--- src/rtl/core/bascc_pkg.sv ---
// Shared constants, widths and controller/datapath types for the block-average steering core.
package bascc_pkg;

   // Samples per averaging block.
   localparam int BLOCK_LENGTH = 64;

   // Field widths.
   localparam int SAMPLE_W = 10;
   localparam int MEAN_W   = 10;
   localparam int TARGET_W = 10;
   localparam int OFFSET_W = 14;
   localparam int SPAN_W   = 12;
   localparam int BASE_W   = 8;
   localparam int POWER_W  = 15;
   localparam int ERR_W    = 15;
   localparam int Q_FRAC   = 14;

   // Accumulator widths follow from the block length.
   localparam int CNT_W = (BLOCK_LENGTH > 2) ? $clog2(BLOCK_LENGTH) : 1;
   localparam int SUM_W = $clog2(BLOCK_LENGTH * 1023 + 1);

   // Power product widths: base times mean, then times the error factor.
   localparam int FACTOR_W = 15;
   localparam int BM_W     = BASE_W + MEAN_W;
   localparam int PROD_W   = BM_W + FACTOR_W;

   // Shared serial divider: 24-bit dividend, 12-bit divisor, one bit per cycle.
   localparam int DIV_W     = 24;
   localparam int DIV_CNT_W = $clog2(DIV_W);

   // Stream payload widths.
   localparam int REQ_DATA_W = 24;
   localparam int RSP_DATA_W = 48;
   localparam int RSP_USER_W = 2;

   // Configuration port.
   localparam int CSR_IDX_W  = 2;
   localparam int CSR_DATA_W = 14;
   localparam logic [CSR_IDX_W-1:0] CSR_TARGET = 2'd0;
   localparam logic [CSR_IDX_W-1:0] CSR_OFFSET = 2'd1;
   localparam logic [CSR_IDX_W-1:0] CSR_SPAN   = 2'd2;
   localparam logic [CSR_IDX_W-1:0] CSR_BASE   = 2'd3;

   // Register reset values.
   localparam logic [TARGET_W-1:0] TARGET_RESET = 10'd350;
   localparam logic [OFFSET_W-1:0] OFFSET_RESET = 14'd3604;
   localparam logic [SPAN_W-1:0]   SPAN_RESET   = 12'd600;
   localparam logic [BASE_W-1:0]   BASE_RESET   = 8'd127;

   localparam logic [POWER_W-1:0] POWER_MAX = 15'h7FFF;
   localparam logic [ERR_W:0]     Q_ONE     = 16'h4000;

   // Controller states, one-hot.
   typedef enum logic [7:0] {
      ST_IDLE  = 8'b0000_0001,
      ST_QDIV  = 8'b0000_0010,
      ST_QWAIT = 8'b0000_0100,
      ST_MUL1  = 8'b0000_1000,
      ST_MUL2  = 8'b0001_0000,
      ST_PDIV  = 8'b0010_0000,
      ST_PWAIT = 8'b0100_0000,
      ST_DONE  = 8'b1000_0000
   } state_type;

   // Commands from the controller to the datapath.
   typedef struct packed {
      logic accept;     // take the input transaction into the accumulators
      logic div_start;  // launch the serial divider
      logic div_power;  // divider operands: 1 = power quotient, 0 = error quotient
      logic q_capture;  // store the clamped steering error
      logic mul1;       // base power times numerator mean
      logic mul2;       // times the error factor
      logic p_capture;  // store a saturated power
      logic side;       // 0 = right motor, 1 = left motor
      logic rsp_load;   // load the result register
   } cmd_type;

   // Status from the datapath to the controller.
   typedef struct packed {
      logic div_done;
   } status_type;

endpackage

--- src/rtl/core/block_average_steering_control_core.sv ---
// Top level of the block-average steering control core.
//
// Each req transaction carries one rear and one front distance sample. The
// core adds both into block sums and, on the last sample of a block, latches
// the block means. For every req transaction it returns one rsp transaction
// with the clamped steering error and the left and right motor powers.
// Registers are written through the csr channel, which is always ready; write
// only while the core is idle.
// The next request is taken in the same cycle that the result is presented,
// so the core takes a new request only once the previous one is finished. Its
// pace is set by the shared one-bit-per-cycle divider, which runs three
// 24-step divisions per item (error quotient, right power, left power).
// A finished result waits in the output register; the core accepts and works
// on the next request meanwhile and stalls only before loading a new result.
// Reset restores the register defaults and clears the sums, count and means.
module block_average_steering_control_core (
   input  logic                               clock,
   input  logic                               reset,
   // req_tdata: [9:0] rear_sample, [19:10] front_sample, [23:20] zero
   input  logic                               req_tvalid,
   output logic                               req_tready,
   input  logic [bascc_pkg::REQ_DATA_W-1:0]   req_tdata,
   // rsp_tdata: [14:0] left_power, [29:15] right_power, [44:30] steer_error,
   // [47:45] zero
   output logic                               rsp_tvalid,
   input  logic                               rsp_tready,
   output logic [bascc_pkg::RSP_DATA_W-1:0]   rsp_tdata,
   // rsp_tuser: [0] zero_average, [1] power_clipped
   output logic [bascc_pkg::RSP_USER_W-1:0]   rsp_tuser,
   input  logic                               csr_valid,
   output logic                               csr_ready,
   input  logic [bascc_pkg::CSR_IDX_W-1:0]    csr_index,
   input  logic [bascc_pkg::CSR_DATA_W-1:0]   csr_data
);
   import bascc_pkg::*;

   cmd_type            cmd;
   status_type         status;
   logic [POWER_W-1:0] left_power, right_power;
   logic [ERR_W-1:0]   steer_error;
   logic               zero_average, power_clipped;

   assign csr_ready = 1'b1;

   bascc_ctrl u_ctrl (
      .clock      (clock),
      .reset      (reset),
      .req_tvalid (req_tvalid),
      .req_tready (req_tready),
      .rsp_tvalid (rsp_tvalid),
      .rsp_tready (rsp_tready),
      .status     (status),
      .cmd        (cmd)
   );

   bascc_dp u_dp (
      .clock         (clock),
      .reset         (reset),
      .csr_write     (csr_valid && csr_ready),
      .csr_index     (csr_index),
      .csr_data      (csr_data),
      .rear_sample   (req_tdata[SAMPLE_W-1:0]),
      .front_sample  (req_tdata[2*SAMPLE_W-1:SAMPLE_W]),
      .cmd           (cmd),
      .status        (status),
      .left_power    (left_power),
      .right_power   (right_power),
      .steer_error   (steer_error),
      .zero_average  (zero_average),
      .power_clipped (power_clipped)
   );

   // Pack the result fields, lowest field first.
   assign rsp_tdata = {{(RSP_DATA_W - 2*POWER_W - ERR_W){1'b0}},
                       steer_error, right_power, left_power};
   assign rsp_tuser = {power_clipped, zero_average};

endmodule

--- src/rtl/core/bascc_div.sv ---
// Restoring unsigned divider that retires one quotient bit per cycle.
module bascc_div (
   input  logic                          clock,
   input  logic                          reset,
   input  logic                          start,
   input  logic [bascc_pkg::DIV_W-1:0]   dividend,
   input  logic [bascc_pkg::SPAN_W-1:0]  divisor,
   output logic                          done,
   output logic [bascc_pkg::DIV_W-1:0]   quotient
);
   import bascc_pkg::*;

   logic                 busy_ff, busy_in;
   logic                 done_ff, done_in;
   logic [DIV_CNT_W-1:0] count_ff, count_in;
   logic [DIV_W-1:0]     work_ff, work_in;
   logic [SPAN_W-1:0]    divisor_ff, divisor_in;
   logic [SPAN_W-1:0]    rem_ff, rem_in;
   logic [SPAN_W:0]      trial;
   logic                 fits;

   // One trial subtraction of the shifted remainder.
   assign trial = {rem_ff, work_ff[DIV_W-1]};
   assign fits  = (trial >= {1'b0, divisor_ff});

   always_comb begin
      busy_in    = busy_ff;
      done_in    = 1'b0;
      count_in   = count_ff;
      work_in    = work_ff;
      divisor_in = divisor_ff;
      rem_in     = rem_ff;
      if (start) begin
         busy_in    = 1'b1;
         count_in   = '0;
         work_in    = dividend;
         divisor_in = divisor;
         rem_in     = '0;
      end else if (busy_ff) begin
         // The dividend register fills with quotient bits from the bottom.
         rem_in  = fits ? SPAN_W'(trial - {1'b0, divisor_ff}) : trial[SPAN_W-1:0];
         work_in = {work_ff[DIV_W-2:0], fits};
         count_in = count_ff + 1'b1;
         if (count_ff == DIV_CNT_W'(DIV_W - 1)) begin
            busy_in = 1'b0;
            done_in = 1'b1;
         end
      end
   end

   always_ff @(posedge clock) begin
      if (reset) begin
         busy_ff  <= 1'b0;
         done_ff  <= 1'b0;
         count_ff <= '0;
      end else begin
         busy_ff  <= busy_in;
         done_ff  <= done_in;
         count_ff <= count_in;
      end
      work_ff    <= work_in;
      divisor_ff <= divisor_in;
      rem_ff     <= rem_in;
   end

   assign done     = done_ff;
   assign quotient = work_ff;

endmodule

--- src/rtl/core/bascc_dp.sv ---
// Datapath: configuration registers, block accumulators, error and power arithmetic.
module bascc_dp (
   input  logic                              clock,
   input  logic                              reset,
   input  logic                              csr_write,
   input  logic [bascc_pkg::CSR_IDX_W-1:0]   csr_index,
   input  logic [bascc_pkg::CSR_DATA_W-1:0]  csr_data,
   input  logic [bascc_pkg::SAMPLE_W-1:0]    rear_sample,
   input  logic [bascc_pkg::SAMPLE_W-1:0]    front_sample,
   input  bascc_pkg::cmd_type                cmd,
   output bascc_pkg::status_type             status,
   output logic [bascc_pkg::POWER_W-1:0]     left_power,
   output logic [bascc_pkg::POWER_W-1:0]     right_power,
   output logic [bascc_pkg::ERR_W-1:0]       steer_error,
   output logic                              zero_average,
   output logic                              power_clipped
);
   import bascc_pkg::*;

   // Configuration registers.
   logic [TARGET_W-1:0] target_ff;
   logic [OFFSET_W-1:0] offset_ff;
   logic [SPAN_W-1:0]   span_ff;
   logic [BASE_W-1:0]   base_ff;

   // Accumulator state.
   logic [CNT_W-1:0]  count_ff;
   logic [SUM_W-1:0]  rear_sum_ff, front_sum_ff;
   logic [SUM_W-1:0]  rear_sum_in, front_sum_in;
   logic [MEAN_W-1:0] rear_mean_ff, front_mean_ff;
   logic              block_end;

   // Arithmetic registers.
   logic [ERR_W-1:0]   err_ff, err_in;
   logic [BM_W-1:0]    bm_ff;
   logic [PROD_W-1:0]  prod_ff;
   logic [POWER_W-1:0] right_ff, left_ff, power_in;
   logic               clip_r_ff, clip_l_ff, clip_in;

   // Result register.
   logic [POWER_W-1:0] rsp_left_ff, rsp_right_ff;
   logic [ERR_W-1:0]   rsp_err_ff;
   logic               rsp_zero_ff, rsp_clip_ff;

   logic signed [MEAN_W:0] diff;
   logic [MEAN_W:0]        diff_neg_val;
   logic [MEAN_W-1:0]      diff_mag;
   logic [DIV_W-1:0]       div_dividend, div_quotient;
   logic [SPAN_W-1:0]      div_divisor;
   logic                   div_done;
   logic [MEAN_W-1:0]      num_mean, den_mean;
   logic [ERR_W:0]         err_ext, factor_full;
   logic [FACTOR_W-1:0]    factor;
   logic [ERR_W-1:0]       off_s, q_low;
   logic [OFFSET_W:0]      twice_off;
   logic                   q_big, q_zero, zero_mean;

   // Configuration writes; indexes beyond the list are ignored.
   always_ff @(posedge clock) begin
      if (reset) begin
         target_ff <= TARGET_RESET;
         offset_ff <= OFFSET_RESET;
         span_ff   <= SPAN_RESET;
         base_ff   <= BASE_RESET;
      end else if (csr_write) begin
         case (csr_index)
            CSR_TARGET: target_ff <= csr_data[TARGET_W-1:0];
            CSR_OFFSET: offset_ff <= csr_data[OFFSET_W-1:0];
            CSR_SPAN:   span_ff   <= csr_data[SPAN_W-1:0];
            CSR_BASE:   base_ff   <= csr_data[BASE_W-1:0];
            default: ;
         endcase
      end
   end

   // Block accumulation; the last sample of a block latches the means.
   assign rear_sum_in  = rear_sum_ff + SUM_W'(rear_sample);
   assign front_sum_in = front_sum_ff + SUM_W'(front_sample);
   assign block_end    = (count_ff == CNT_W'(BLOCK_LENGTH - 1));

   always_ff @(posedge clock) begin
      if (reset) begin
         count_ff      <= '0;
         rear_sum_ff   <= '0;
         front_sum_ff  <= '0;
         rear_mean_ff  <= '0;
         front_mean_ff <= '0;
      end else if (cmd.accept) begin
         if (block_end) begin
            count_ff      <= '0;
            rear_sum_ff   <= '0;
            front_sum_ff  <= '0;
            rear_mean_ff  <= MEAN_W'(rear_sum_in / SUM_W'(BLOCK_LENGTH));
            front_mean_ff <= MEAN_W'(front_sum_in / SUM_W'(BLOCK_LENGTH));
         end else begin
            count_ff     <= count_ff + 1'b1;
            rear_sum_ff  <= rear_sum_in;
            front_sum_ff <= front_sum_in;
         end
      end
   end

   // Signed distance difference; its magnitude goes through the divider.
   assign diff         = $signed({1'b0, target_ff}) - $signed({1'b0, front_mean_ff});
   assign diff_neg_val = -diff;
   assign diff_mag     = diff[MEAN_W] ? diff_neg_val[MEAN_W-1:0] : diff[MEAN_W-1:0];

   // Operand selection for the right motor (side 0) and the left motor (side 1).
   assign num_mean = cmd.side ? rear_mean_ff : front_mean_ff;
   assign den_mean = cmd.side ? front_mean_ff : rear_mean_ff;

   assign div_dividend = cmd.div_power ? DIV_W'(prod_ff[PROD_W-1:Q_FRAC])
                                       : {diff_mag, {Q_FRAC{1'b0}}};
   assign div_divisor  = cmd.div_power ? SPAN_W'(den_mean) : span_ff;

   bascc_div u_div (
      .clock    (clock),
      .reset    (reset),
      .start    (cmd.div_start),
      .dividend (div_dividend),
      .divisor  (div_divisor),
      .done     (div_done),
      .quotient (div_quotient)
   );

   assign status.div_done = div_done;

   // Error = offset - quotient, clamped to plus or minus offset. A negative
   // difference, a zero quotient or a zero span leaves the error at the offset.
   assign off_s     = {1'b0, offset_ff};
   assign twice_off = {offset_ff, 1'b0};
   assign q_low     = div_quotient[ERR_W-1:0];
   assign q_big     = |div_quotient[DIV_W-1:ERR_W];
   assign q_zero    = (div_quotient == '0);

   always_comb begin
      if ((span_ff == '0) || diff[MEAN_W] || q_zero) begin
         err_in = off_s;
      end else if (q_big || (q_low >= twice_off)) begin
         err_in = ERR_W'(0) - off_s;
      end else begin
         err_in = off_s - q_low;
      end
   end

   // Error factor in Q14: one plus error for the right motor, one minus for the left.
   assign err_ext     = {err_ff[ERR_W-1], err_ff};
   assign factor_full = cmd.side ? (Q_ONE - err_ext) : (Q_ONE + err_ext);
   assign factor      = factor_full[FACTOR_W-1:0];

   // Saturate the power quotient.
   assign clip_in  = |div_quotient[DIV_W-1:POWER_W];
   assign power_in = clip_in ? POWER_MAX : div_quotient[POWER_W-1:0];

   always_ff @(posedge clock) begin
      if (cmd.q_capture) begin
         err_ff <= err_in;
      end
      if (cmd.mul1) begin
         bm_ff <= BM_W'(base_ff) * BM_W'(num_mean);
      end
      if (cmd.mul2) begin
         prod_ff <= PROD_W'(bm_ff) * PROD_W'(factor);
      end
      if (cmd.p_capture) begin
         if (cmd.side) begin
            left_ff   <= power_in;
            clip_l_ff <= clip_in;
         end else begin
            right_ff  <= power_in;
            clip_r_ff <= clip_in;
         end
      end
   end

   // Result register; a zero mean forces both powers to zero.
   assign zero_mean = (rear_mean_ff == '0) || (front_mean_ff == '0);

   always_ff @(posedge clock) begin
      if (cmd.rsp_load) begin
         rsp_left_ff  <= zero_mean ? '0 : left_ff;
         rsp_right_ff <= zero_mean ? '0 : right_ff;
         rsp_err_ff   <= err_ff;
         rsp_zero_ff  <= zero_mean;
         rsp_clip_ff  <= !zero_mean && (clip_r_ff || clip_l_ff);
      end
   end

   assign left_power    = rsp_left_ff;
   assign right_power   = rsp_right_ff;
   assign steer_error   = rsp_err_ff;
   assign zero_average  = rsp_zero_ff;
   assign power_clipped = rsp_clip_ff;

endmodule

--- src/rtl/core/bascc_ctrl.sv ---
// Controller state machine that sequences one transaction through the datapath.
module bascc_ctrl (
   input  logic                    clock,
   input  logic                    reset,
   input  logic                    req_tvalid,
   output logic                    req_tready,
   output logic                    rsp_tvalid,
   input  logic                    rsp_tready,
   input  bascc_pkg::status_type   status,
   output bascc_pkg::cmd_type      cmd
);
   import bascc_pkg::*;

   state_type state_ff, state_in;
   logic      side_ff, side_in;
   logic      rsp_valid_ff, rsp_valid_in;

   always_comb begin
      state_in   = state_ff;
      side_in    = side_ff;
      cmd        = '0;
      cmd.side   = side_ff;
      req_tready = 1'b0;
      case (state_ff)
         ST_IDLE: begin
            req_tready = 1'b1;
            if (req_tvalid) begin
               cmd.accept = 1'b1;
               state_in   = ST_QDIV;
            end
         end
         ST_QDIV: begin
            cmd.div_start = 1'b1;
            state_in      = ST_QWAIT;
         end
         ST_QWAIT: begin
            if (status.div_done) begin
               cmd.q_capture = 1'b1;
               side_in       = 1'b0;
               state_in      = ST_MUL1;
            end
         end
         ST_MUL1: begin
            cmd.mul1 = 1'b1;
            state_in = ST_MUL2;
         end
         ST_MUL2: begin
            cmd.mul2 = 1'b1;
            state_in = ST_PDIV;
         end
         ST_PDIV: begin
            cmd.div_start = 1'b1;
            cmd.div_power = 1'b1;
            state_in      = ST_PWAIT;
         end
         ST_PWAIT: begin
            cmd.div_power = 1'b1;
            if (status.div_done) begin
               cmd.p_capture = 1'b1;
               if (side_ff) begin
                  state_in = ST_DONE;
               end else begin
                  side_in  = 1'b1;
                  state_in = ST_MUL1;
               end
            end
         end
         ST_DONE: begin
            // Wait for the result register to be free.
            if (!rsp_valid_ff || rsp_tready) begin
               cmd.rsp_load = 1'b1;
               state_in     = ST_IDLE;
            end
         end
         default: begin
            state_in = ST_IDLE;
         end
      endcase
   end

   // Result valid flag: set on load, cleared when the transaction is taken.
   always_comb begin
      rsp_valid_in = rsp_valid_ff;
      if (cmd.rsp_load) begin
         rsp_valid_in = 1'b1;
      end else if (rsp_tready) begin
         rsp_valid_in = 1'b0;
      end
   end

   always_ff @(posedge clock) begin
      if (reset) begin
         state_ff     <= ST_IDLE;
         side_ff      <= 1'b0;
         rsp_valid_ff <= 1'b0;
      end else begin
         state_ff     <= state_in;
         side_ff      <= side_in;
         rsp_valid_ff <= rsp_valid_in;
      end
   end

   assign rsp_tvalid = rsp_valid_ff;

endmodule
--- config.mk ---
export PLATFORM = sky130hd
export DESIGN_NAME = block_average_steering_control_core
export DESIGN_NICKNAME = d
export VERILOG_FILES = /design/src/rtl/core/bascc_pkg.sv /design/src/rtl/core/block_average_steering_control_core.sv /design/src/rtl/core/bascc_div.sv /design/src/rtl/core/bascc_dp.sv /design/src/rtl/core/bascc_ctrl.sv
export SDC_FILE = /design/constraint.sdc
export NUM_CORES = 1
export LEC_CHECK = 0
export ABC_AREA = 1
export BUFFER_PORTS_ARGS = -buffer_cell sky130_fd_sc_hd__clkbuf_2
export CAP_MARGIN = 10
export CELL_PAD_IN_SITES_DETAIL_PLACEMENT = 0
export CELL_PAD_IN_SITES_GLOBAL_PLACEMENT = 1
export CORE_UTILIZATION = 42
export CTS_CLUSTER_DIAMETER = 80
export DETAILED_ROUTE_END_ITERATION = 16
export GPL_TIMING_DRIVEN = 1
export PLACE_DENSITY = 0.69
export SLEW_MARGIN = 10
export SYNTH_ARGS = -nofsm -noshare
export SYNTH_HDL_FRONTEND = slang
export SYNTH_HIERARCHICAL = 1
export SYNTH_SLANG_ARGS = --single-unit
--- constraint.sdc ---
create_clock -name clock -period 14.3 [get_ports clock]
set_clock_uncertainty 0.15 [all_clocks]
set_input_delay 2.145 -clock clock [delete_from_list [all_inputs] [get_ports clock]]
set_output_delay 2.145 -clock clock [all_outputs]
set_load 0.03 [all_outputs]
==> impl_metrics.toml, run 1 <==
[sta]
total_of_endpoints_with_negative_setup_slack_in_the_final_report = 0
max-slew-margin-rel_pct = 22.9
worst_pin_slew_ns = 1.16
period_share_pct = 52.9
layout_setup_ws_ns = 6.73
rsz0062_at_grt = "no"
timing.fmax_mhz = 132
timing.final.max_slew_violations = 0
totalNegativeSetupSlack_ns = 0
min_period_ns = 7.57
final_hold_viol_count = 0

[routing]
detail_route.wl_per_cell_um = 17.1
via_count = 22700
detailedRoute.firstIterationViolations = 1549
finalWirelength_um = 75800
detail-route-antenna-nets = 0
post_drt_via_cell_ratio = 5.11
drc = 0
first_pass_iters = 5

[clocking]
tritoncts = "done"
number_of_buffers_added_by_the_clock_tree_synthesis_step = 37
htree_levels = 2
post_cts_resize_count = 0
clkLatencyLatePin_ns = 0.55
clk_pin_slew_ns = 0.06
cts_max_path_buffers = 3
cts_root_buffer = "clkbuf_16"
post-cts-setup-buffers = 0
tritoncts_num_sinks = 298
postCtsHoldBufs = 0

[worst_hold_path]
hp-start = "u_dp/target_ff[0]$_SDFFE_PP0P_"
worstHoldPathType = "reg2reg"

[yosys]
post_synth_instance_area_um2 = 27400
synth_seq_cells = 298
synth_warnings = 6
most_used_flip_flop_cell_after_synthesis = "edfxtp_1"
yosys.area.top_type = "fa_1"
seq_area_frac_synth_pct = 27.8
async_set_or_reset_flop_fraction_in_the_synthesized_netlist_pct = 0
synth.area.top_cells = "fa_1, edfxtp_1, nand2_1"
synth_top_area_share_pct = 18.8
synth_edf_count = 167
yosys.cell_types.count = 62
avgSynthCellArea_um2 = 7.85
syn-instance-count = 3497

[finish]
drive_gt1_share_pct = 6.68
mostFrequentLayoutCells = "nand2_1, inv_1, nor2_1"
finalNonFillerCells = 4435
nets = 4062
area_growth_syn_to_layout_pct = 8.68
final_common_cell = "nand2_1"
antenna_cells = 0

[die]
die_h_um = 258
io_pins = 98
floorplan.die.width_um = 258
fp.dieArea_um2 = 66400
fp-row-count = 93
effective_utilization_at_floorplan_pct = 42.6
core_area_um2 = 64500

[grt]
grt_pass1_wl_um = 122000
grt_start_max_net_pins = 53
antenna_found_initial = 0
grt.overflow.total = 0
grt_util_all_layers_pct = 23.2
number_of_global_route_vias_before_repair = 22800

[setup_path]
cp_max_fo = 20
timing.critical_path.depth = 30
rr_worst_depth = 30
critPathMostFrequentCell = "inv_1"
startpoint = "u_dp/err_ff[0]$_DFFE_PP_"
cp-start-kind = "register"
critical_path.top_delay_family = "adder cells"
timing.setup.critical_path_class = "reg2reg"
reg2reg_setup_slack_ns = 6.73
worstReg2RegStart = "u_dp/err_ff[0]$_DFFE_PP_"
worst-path-buf-inv = 8
endpoint_kind = "register"
critPathSlowestCell = "nand2_1"
endpoint = "u_dp/prod_ff[29]$_DFFE_PP_"
reg2reg_to = "u_dp/prod_ff[29]$_DFFE_PP_"
critPathArrivalTime_ns = 7.72
worst_path_largest_cell_delay_ns = 0.55
endpoint_required_time_on_the_critical_path_ns = 14.45

[flow_run]
maxCapViolCount = 0

[pwr]
cellPowerDensity_nw_per_um2 = 89.7
p_leak_nw = 15.0
ir_drop_mv = 0.0726

[place]
dpl.hpwl_um = 60400
placed_cells_incl_taps = 4368
port_buffers = 89
post-place-ws_ns = 6.75
gp_congestion = 0.903

[outcome]
status = "finished clean"
[area by class of cell]
class / count / area (µm²)
well taps: 855 / 1070
flip-flops and latches: 298 / 7640
clock inverters: 16 / 155
inverters: 667 / 2520
repair buffers: 103 / 551
clock buffers: 51 / 1020
fillers: 6503 / 34600
multi-input cells: 2445 / 16900
[flip-flops by register name, summed over array words and instances (netlist names), 16 cells and up]
name / flops
u_dp/prod_ff: 19
u_dp/front_sum_ff: 16
u_dp/bm_ff: 18
u_dp/rear_sum_ff: 16
u_dp/u_div/quotient: 24
[synth_stat cells, types with 10 or more instances]
cell,instances
a21oi_1,152
clkinv_1,11
nor4_1,12
nand3_1,168
nand2_2,15
nor2_1,373
nor2_4,11
xnor2_1,16
o21ai_0,139
inv_1,645
nand2_1,862
a21o_1,11
nor3_1,37
buf_4,12
dfxtp_1,131
buf_2,10
clkbuf_1,53
nand3b_1,11
xor2_1,39
ha_1,207
fa_1,258
edfxtp_1,167
nand4_1,34
[worst min-delay path by stage]
stage                                      to  cells past startpoint
3_3_place_gp   u_dp/target_ff[8]$_SDFFE_PP1P_                      2
6_report       u_dp/target_ff[0]$_SDFFE_PP0P_                      2
2_1_floorplan  u_dp/target_ff[0]$_SDFFE_PP0P_                      2
4_1_cts        u_dp/target_ff[0]$_SDFFE_PP0P_                      2
5_1_grt        u_dp/target_ff[0]$_SDFFE_PP0P_                      2
3_5_place_dp   u_dp/target_ff[4]$_SDFFE_PP1P_                      2
[tightest hold or removal path: cells and delay by family, from the launching register on]
kind            cells  cell delay (ns)
flops               1             0.30
buf+inv             1             0.06
compound gates      1             0.06
[layer usage]
layer | track usage, % | wire length, µm
met1 | 32.3 | 35100
met2 | 38.3 | 35300
met3 | 3.41 | 4290
met4 | 4.60 | 1140
met5 | 0 | 0
[per-stage QoR]
step	hold WS [ns]	power (mW)	utilization, %	cell area, µm²
finish	0.315	2.68	46.3	29800
global route	0.335	2.85	46.3	29800
CTS	0.315	2.71	46.3	29800
detailed placement	0.303	1.78	44.4	28700
global placement	0.300	1.78	44.4	28700
floorplan	0.285	1.59	-	27500
[power breakdown]
part | internal (mW) | total, mW | switching [mW] | leakage (nW)
Sequential | 0.977 | 1.02 | 0.0473 | 2.48
Combinational | 0.248 | 0.741 | 0.493 | 12.0
Clock | 0.539 | 0.911 | 0.372 | 0.579
[logic make-up after synthesis]
family	synth area share, %
XOR/XNOR	1.76
adder cells (fa/ha/maj)	28.3
AND/OR/NAND/NOR	24.0
flip-flops	27.8
other	0.0274
AO/OA/AOI/OAI	7.29
buffers and inverters	10.8
Power figures use the tool's default switching activity.
==> run 2, diff against run 1 <==
--- a/config.mk
+++ b/config.mk
@@ -14,7 +14,7 @@
 export CTS_CLUSTER_DIAMETER = 80
 export DETAILED_ROUTE_END_ITERATION = 16
 export GPL_TIMING_DRIVEN = 1
-export PLACE_DENSITY = 0.69
+export PLACE_DENSITY = 0.72
 export SLEW_MARGIN = 10
 export SYNTH_ARGS = -nofsm -noshare
 export SYNTH_HDL_FRONTEND = slang
==> constraint.sdc (replaced) <==
create_clock -name clock -period 6.1 [get_ports clock]
set_clock_uncertainty 0.15 [all_clocks]
set_input_delay 0.915 -clock clock [delete_from_list [all_inputs] [get_ports clock]]
set_output_delay 0.915 -clock clock [all_outputs]
set_load 0.03 [all_outputs]
==> run 2 against run 1 <==
Effect of this change:
- the flow now finishes with violations (setup timing)
- sequential power increased by 140%
- clock power increased by 140%
- setup slack got worse by 7.1 ns
- total power increased by 150%
- flip-flop and latch count unchanged
- clock-buffer cell count decreased by 8
- final area increased by 7.2%
- critical endpoint is now u_dp/prod_ff[30]$_DFFE_PP_
==> impl_metrics.toml, run 2 (synthesis gave the netlist of run 1 again) <==
[outcome]
status = "finished, violations left"
violations = "setup timing"

[clocking]
number_of_buffers_added_by_the_clock_tree_synthesis_step = 36
cts_max_path_buffers = 3
tritoncts_num_sinks = 298
htree_levels = 2
cts_root_buffer = "clkbuf_16"
clkLatencyLatePin_ns = 0.57
postCtsHoldBufs = 0
clk_pin_slew_ns = 0.06
tritoncts = "done"

[finish]
number_of_flip_flops_under_the_largest_register_name = 24
nets = 4233
final.fill_count = 6309
finalNonFillerCells = 4606
final_common_cell = "nand2_1"
antenna_cells = 0
final_area_um2 = 32000
mostFrequentLayoutCells = "nand2_1, inv_1, nor2_1"
final_core_util_pct = 49.6
drive_gt1_share_pct = 14.2
area_growth_syn_to_layout_pct = 16.5

[pwr]
seq_power_share_pct = 36.2
share_clk_of_total_power_pct = 33.2
power.internal_mw = 4.34
power.net_switching_mw = 2.28
cellPowerDensity_nw_per_um2 = 207
netSwitchingFraction_pct = 34.4
finalPower_mw = 6.62
ir_drop_mv = 0.190
combPwrFrac_pct = 30.5
p_leak_nw = 16.0

[setup_path]
worst_path_largest_cell_delay_ns = 0.56
critPathMostFrequentCell = "fa_1"
endpoint_required_time_on_the_critical_path_ns = 6.25
timing.setup.critical_path_class = "reg2reg"
cp_max_fo = 5
endpoint_kind = "register"
critPathArrivalTime_ns = 6.58
critPathSlowestCell = "fa_1"
cp-start-kind = "register"

[routing]
detail-route-antenna-nets = 0
finalWirelength_um = 76200
post_drt_via_cell_ratio = 5.05
drc = 0
via_count = 23200
detailedRoute.firstIterationViolations = 1461
detail_route.wl_per_cell_um = 16.5
first_pass_iters = 5

[die]
floorplan.die.width_um = 258
effective_utilization_at_floorplan_pct = 42.6
die_h_um = 258
fp.dieArea_um2 = 66400
fp-row-count = 93
core_area_um2 = 64500
io_pins = 98

[sta]
totalNegativeSetupSlack_ns = -4.43
layout_setup_ws_ns = -0.336
timing.final.max_slew_violations = 0
period_share_pct = 106
worst_pin_slew_ns = 1.15
min_period_ns = 6.44
final_hold_viol_count = 0
timing.fmax_mhz = 155
total_of_endpoints_with_negative_setup_slack_in_the_final_report = 19
max-slew-margin-rel_pct = 23.5
fin_hold_ws_ns = 0.319
rsz0062_at_grt = "yes"

[grt]
antenna_found_initial = 2
grt_pass1_wl_um = 123000
grt.overflow.total = 0
grt_util_all_layers_pct = 23.3
grt_start_max_net_pins = 49
number_of_global_route_vias_before_repair = 23100

[worst_hold_path]
worstHoldPathType = "reg2reg"

[flow_run]
maxCapViolCount = 0

[place]
gp_congestion = 0.941
placed_cells_incl_taps = 4529
port_buffers = 89
post-place-ws_ns = -0.473
postPlaceCellArea_um2 = 30200
dpl.hpwl_um = 62400
[run 2: cell types whose count changed in the layout (fill, tap and decap cells not counted), moves of 21 or more]
cell / previous run / this run
buf_4: 14 / 177
nand2_1: 862 / 838
a21oi_1: 152 / 131
ha_1: 207 / 186
ha_4: 0 / 21
[run 2: path summary, 6_finish.rpt]
path | startpoint | endpoint | slack (ns) | cells past startpoint
max | u_dp/err_ff[1]$_DFFE_PP_ | u_dp/prod_ff[30]$_DFFE_PP_ | -0.34 | 28
max reg2reg | u_dp/err_ff[1]$_DFFE_PP_ | u_dp/prod_ff[30]$_DFFE_PP_ | -0.34 | 28
min | u_dp/front_sum_ff[8]$_SDFFE_PP0P_ | u_dp/front_sum_ff[8]$_SDFFE_PP0P_ | 0.32 | 2
min reg2reg | u_dp/front_sum_ff[8]$_SDFFE_PP0P_ | u_dp/front_sum_ff[8]$_SDFFE_PP0P_ | 0.32 | 2
[run 2: power by group through the flow]
stage	logic (mW)	registers [mW]	clock network, mW
floorplan	1.35	2.44	0
global placement	1.89	2.44	0
detailed placement	1.91	2.44	0
CTS	1.98	2.40	2.26
global route	2.26	2.42	2.34
finish	2.02	2.40	2.20
[run 2: metal layers]
metal  vias to the layer above  part of all wire (%)  global-route usage (%)
li1                      11400                     -                       -
met1                     11200                    46                    32.3
met2                       565                    47                    38.9
met3                        77                   5.7                    2.96
met4                         0                   1.6                    4.75
met5                         -                     0                       0
[run 2: cell type report]
class | instances | area [µm²] | share of cell area, %
multi-input combinational | 2445 | 17600 | 54.9
timing repair buffer | 275 | 1950 | 6.08
tap | 855 | 1070 | 3.35
sequential | 298 | 7640 | 23.9
clock buffer | 43 | 947 | 2.96
inverter | 667 | 2540 | 7.96
clock inverter | 23 | 267 | 0.833
[run 2: repair_timing]
item                       4_1_cts  5_1_grt
resized for setup               65       51
setup endpoints to repair       19       19
buffers inserted                 6        5
pin swaps                       29       25
[run 2: worst max-delay path: cells and delay by family, from the launching register on]
family / cells / cell delay [ns]
AOI/OAI and AO/OA: 6 / 1.08
adders and majority gates: 8 / 3.27
buffers and inverters: 8 / 0.63
DFF: 1 / 0.40
and+or+nand+nor: 6 / 0.61
==> run 3, diff against run 2 <==
--- a/config.mk
+++ b/config.mk
@@ -6,15 +6,15 @@
 export NUM_CORES = 1
 export LEC_CHECK = 0
 export ABC_AREA = 1
-export BUFFER_PORTS_ARGS = -buffer_cell sky130_fd_sc_hd__clkbuf_2
 export CAP_MARGIN = 10
 export CELL_PAD_IN_SITES_DETAIL_PLACEMENT = 0
 export CELL_PAD_IN_SITES_GLOBAL_PLACEMENT = 1
 export CORE_UTILIZATION = 42
 export CTS_CLUSTER_DIAMETER = 80
 export DETAILED_ROUTE_END_ITERATION = 16
+export DONT_BUFFER_PORTS = 1
 export GPL_TIMING_DRIVEN = 1
-export PLACE_DENSITY = 0.72
+export PLACE_DENSITY = 0.82
 export SLEW_MARGIN = 10
 export SYNTH_ARGS = -nofsm -noshare
 export SYNTH_HDL_FRONTEND = slang
==> constraint.sdc (replaced) <==
create_clock -name clock -period 6.8 [get_ports clock]
set_clock_uncertainty 0.15 [all_clocks]
set_input_delay 1.02 -clock clock [delete_from_list [all_inputs] [get_ports clock]]
set_output_delay 1.02 -clock clock [all_outputs]
set_load 0.03 [all_outputs]
==> run 3 against run 2 <==
Effect of this change:
- the run now ends clean
- combinational power fell by 19%
- clock power down 16%
- first-iteration DRC count is 8.9% higher
- register-to-register slack improved by 0.53 ns
- routed wire length fell by 4.5%
- sequential power decreased by 8.7%
- critical path depth unchanged
- final area decreased by 4.1%
- setup slack better by 0.53 ns
- global-route usage fell by 1.2 points
- sequential share of layout area increased by 1.0 points
- critical endpoint is now u_dp/prod_ff[29]$_DFFE_PP_
==> impl_metrics.toml, run 3 (synthesis gave the netlist of run 1 again) <==
[outcome]
status = "finished clean"

[place]
postPlaceCellArea_um2 = 28700
gp_congestion = 0.935
dpl.hpwl_um = 57800
post-place-ws_ns = 0.00409
port_buffers = 0

[sta]
fin_hold_ws_ns = 0.314
max-slew-margin-rel_pct = 25.6
timing.final.max_slew_violations = 0
period_share_pct = 97.2
totalNegativeSetupSlack_ns = 0
final_hold_viol_count = 0
worst_pin_slew_ns = 1.11
rsz0062_at_grt = "yes"
min_period_ns = 6.61
layout_setup_ws_ns = 0.192
timing.fmax_mhz = 151
total_of_endpoints_with_negative_setup_slack_in_the_final_report = 0

[flow_run]
maxCapViolCount = 0

[die]
io_pins = 98
die_h_um = 258
effective_utilization_at_floorplan_pct = 42.6
core_area_um2 = 64500
floorplan.die.width_um = 258
fp-row-count = 93
fp.dieArea_um2 = 66400

[routing]
finalWirelength_um = 72800
post_drt_via_cell_ratio = 5.04
detail-route-antenna-nets = 0
drc = 0
via_count = 22400
first_pass_iters = 5
detail_route.wl_per_cell_um = 16.4
detailedRoute.firstIterationViolations = 1591

[finish]
mostFrequentLayoutCells = "nand2_1, inv_1, nor2_1"
drive_gt1_share_pct = 9.55
area_growth_syn_to_layout_pct = 11.8
final_area_um2 = 30700
number_of_flip_flops_under_the_largest_register_name = 24
final_common_cell = "nand2_1"
final.fill_count = 6406
nets = 4066

[clocking]
number_of_buffers_added_by_the_clock_tree_synthesis_step = 35
cts_max_path_buffers = 3
tritoncts_num_sinks = 298
clk_pin_slew_ns = 0.06
clkLatencyLatePin_ns = 0.57
tritoncts = "done"
htree_levels = 2
postCtsHoldBufs = 0
cts_root_buffer = "clkbuf_16"

[setup_path]
worst_path_largest_cell_delay_ns = 0.55
critPathSlowestCell = "fa_1"
cp-start-kind = "register"
critPathArrivalTime_ns = 6.75
endpoint_required_time_on_the_critical_path_ns = 6.94
rr_worst_depth = 28
reg2reg_to = "u_dp/prod_ff[29]$_DFFE_PP_"
cp_max_fo = 6
critPathMostFrequentCell = "fa_1"
endpoint_kind = "register"
timing.setup.critical_path_class = "reg2reg"
reg2reg_setup_slack_ns = 0.19
worstReg2RegStart = "u_dp/err_ff[0]$_DFFE_PP_"

[grt]
grt.overflow.total = 0
grt_util_all_layers_pct = 22.0
grt_start_max_net_pins = 53
antenna_found_initial = 2
grt_pass1_wl_um = 116000
number_of_global_route_vias_before_repair = 21700

[worst_hold_path]
hp-start = "u_dp/rear_sum_ff[7]$_SDFFE_PP0P_"
worstHoldPathType = "reg2reg"
number_of_cells_on_the_worst_hold_path = 2
min_delay_worst_endpoint = "u_dp/rear_sum_ff[7]$_SDFFE_PP0P_"

[pwr]
p_leak_nw = 15.1
ir_drop_mv = 0.180
netSwitchingFraction_pct = 34.7
share_clk_of_total_power_pct = 32.5
combPwrFrac_pct = 28.9
power.net_switching_mw = 1.96
cellPowerDensity_nw_per_um2 = 185
power.internal_mw = 3.70
seq_power_share_pct = 38.6
==> run 3: cell count changes in the layout (fill, tap and decap cells not counted), sizes merged <==
cell	before	now
inv	664	660
clkinvlp	2	7
buf	186	109
bufinv	4	1
clkinv	20	12
clkbuf	132	50
diode	0	1
==> run 3: metrics by stage <==
step           cells  utilization (%)  power [mW]
6_report        4438             47.6        5.66
5_1_grt         4437             47.6        6.00
4_1_cts         4410             46.3        5.60
3_5_place_dp    4346             44.6        3.74
3_3_place_gp    4346             44.6        3.73
2_1_floorplan   3499                -        3.34
==> run 3: final cells by class <==
| class | count | area (µm²) | share of cell area (%) |
|---|---|---|---|
| clock inverter | 13 | 158 | 0.514 |
| antenna | 1 | 2.50 | 0.00816 |
| sequential | 298 | 7640 | 24.9 |
| timing repair buffer | 109 | 880 | 2.87 |
| multi-input combinational | 2445 | 17400 | 56.8 |
| inverter | 667 | 2550 | 8.31 |
| clock buffer | 50 | 963 | 3.14 |
| tap | 855 | 1070 | 3.49 |
==> run 3: power by group through the flow <==
stage,sequential [mW],combinational [mW],clock [mW]
2_1_floorplan,2.19,1.15,0
3_3_place_gp,2.22,1.50,0
3_5_place_dp,2.22,1.51,0
4_1_cts,2.19,1.53,1.88
5_1_grt,2.20,1.85,1.95
6_report,2.19,1.64,1.84
==> run 3: critical path: cells and delay by family, from the launching register on <==
family	cells	cell delay, ns
compound gates	2	0.48
fa+ha+maj	8	3.36
buf+inv	8	0.73
flops	1	0.40
simple gates	10	1.20
==> run 3: worst max-delay path by stage <==
stage                                         from                         end  slack [ns]  cells after the start
after floorplan           u_dp/err_ff[0]$_DFFE_PP_  u_dp/prod_ff[28]$_DFFE_PP_        0.27                     27
after global placement    u_dp/err_ff[1]$_DFFE_PP_  u_dp/prod_ff[29]$_DFFE_PP_        0.03                     29
after detailed placement  u_dp/err_ff[1]$_DFFE_PP_  u_dp/prod_ff[29]$_DFFE_PP_       0.004                     29
after CTS                 u_dp/err_ff[1]$_DFFE_PP_  u_dp/prod_ff[32]$_DFFE_PP_        0.01                     30
after global routing      u_dp/err_ff[1]$_DFFE_PP_  u_dp/prod_ff[29]$_DFFE_PP_       -0.06                     28
final                     u_dp/err_ff[0]$_DFFE_PP_  u_dp/prod_ff[29]$_DFFE_PP_        0.19                     28
==> run 3: per-layer routing <==
layer / wire, µm / track usage (%)
met4: 1630 / 5.59
met2: 33400 / 35.5
met5: 0 / 0
met1: 32800 / 30.3
met3: 4870 / 4.24
==> run 3: timing repair <==
action                     in CTS  in global routing
resized for setup               6                131
setup endpoints to repair       4                 18
buffers inserted                1                 26
pin swaps                       1                 65
hold endpoints to repair        0                  0
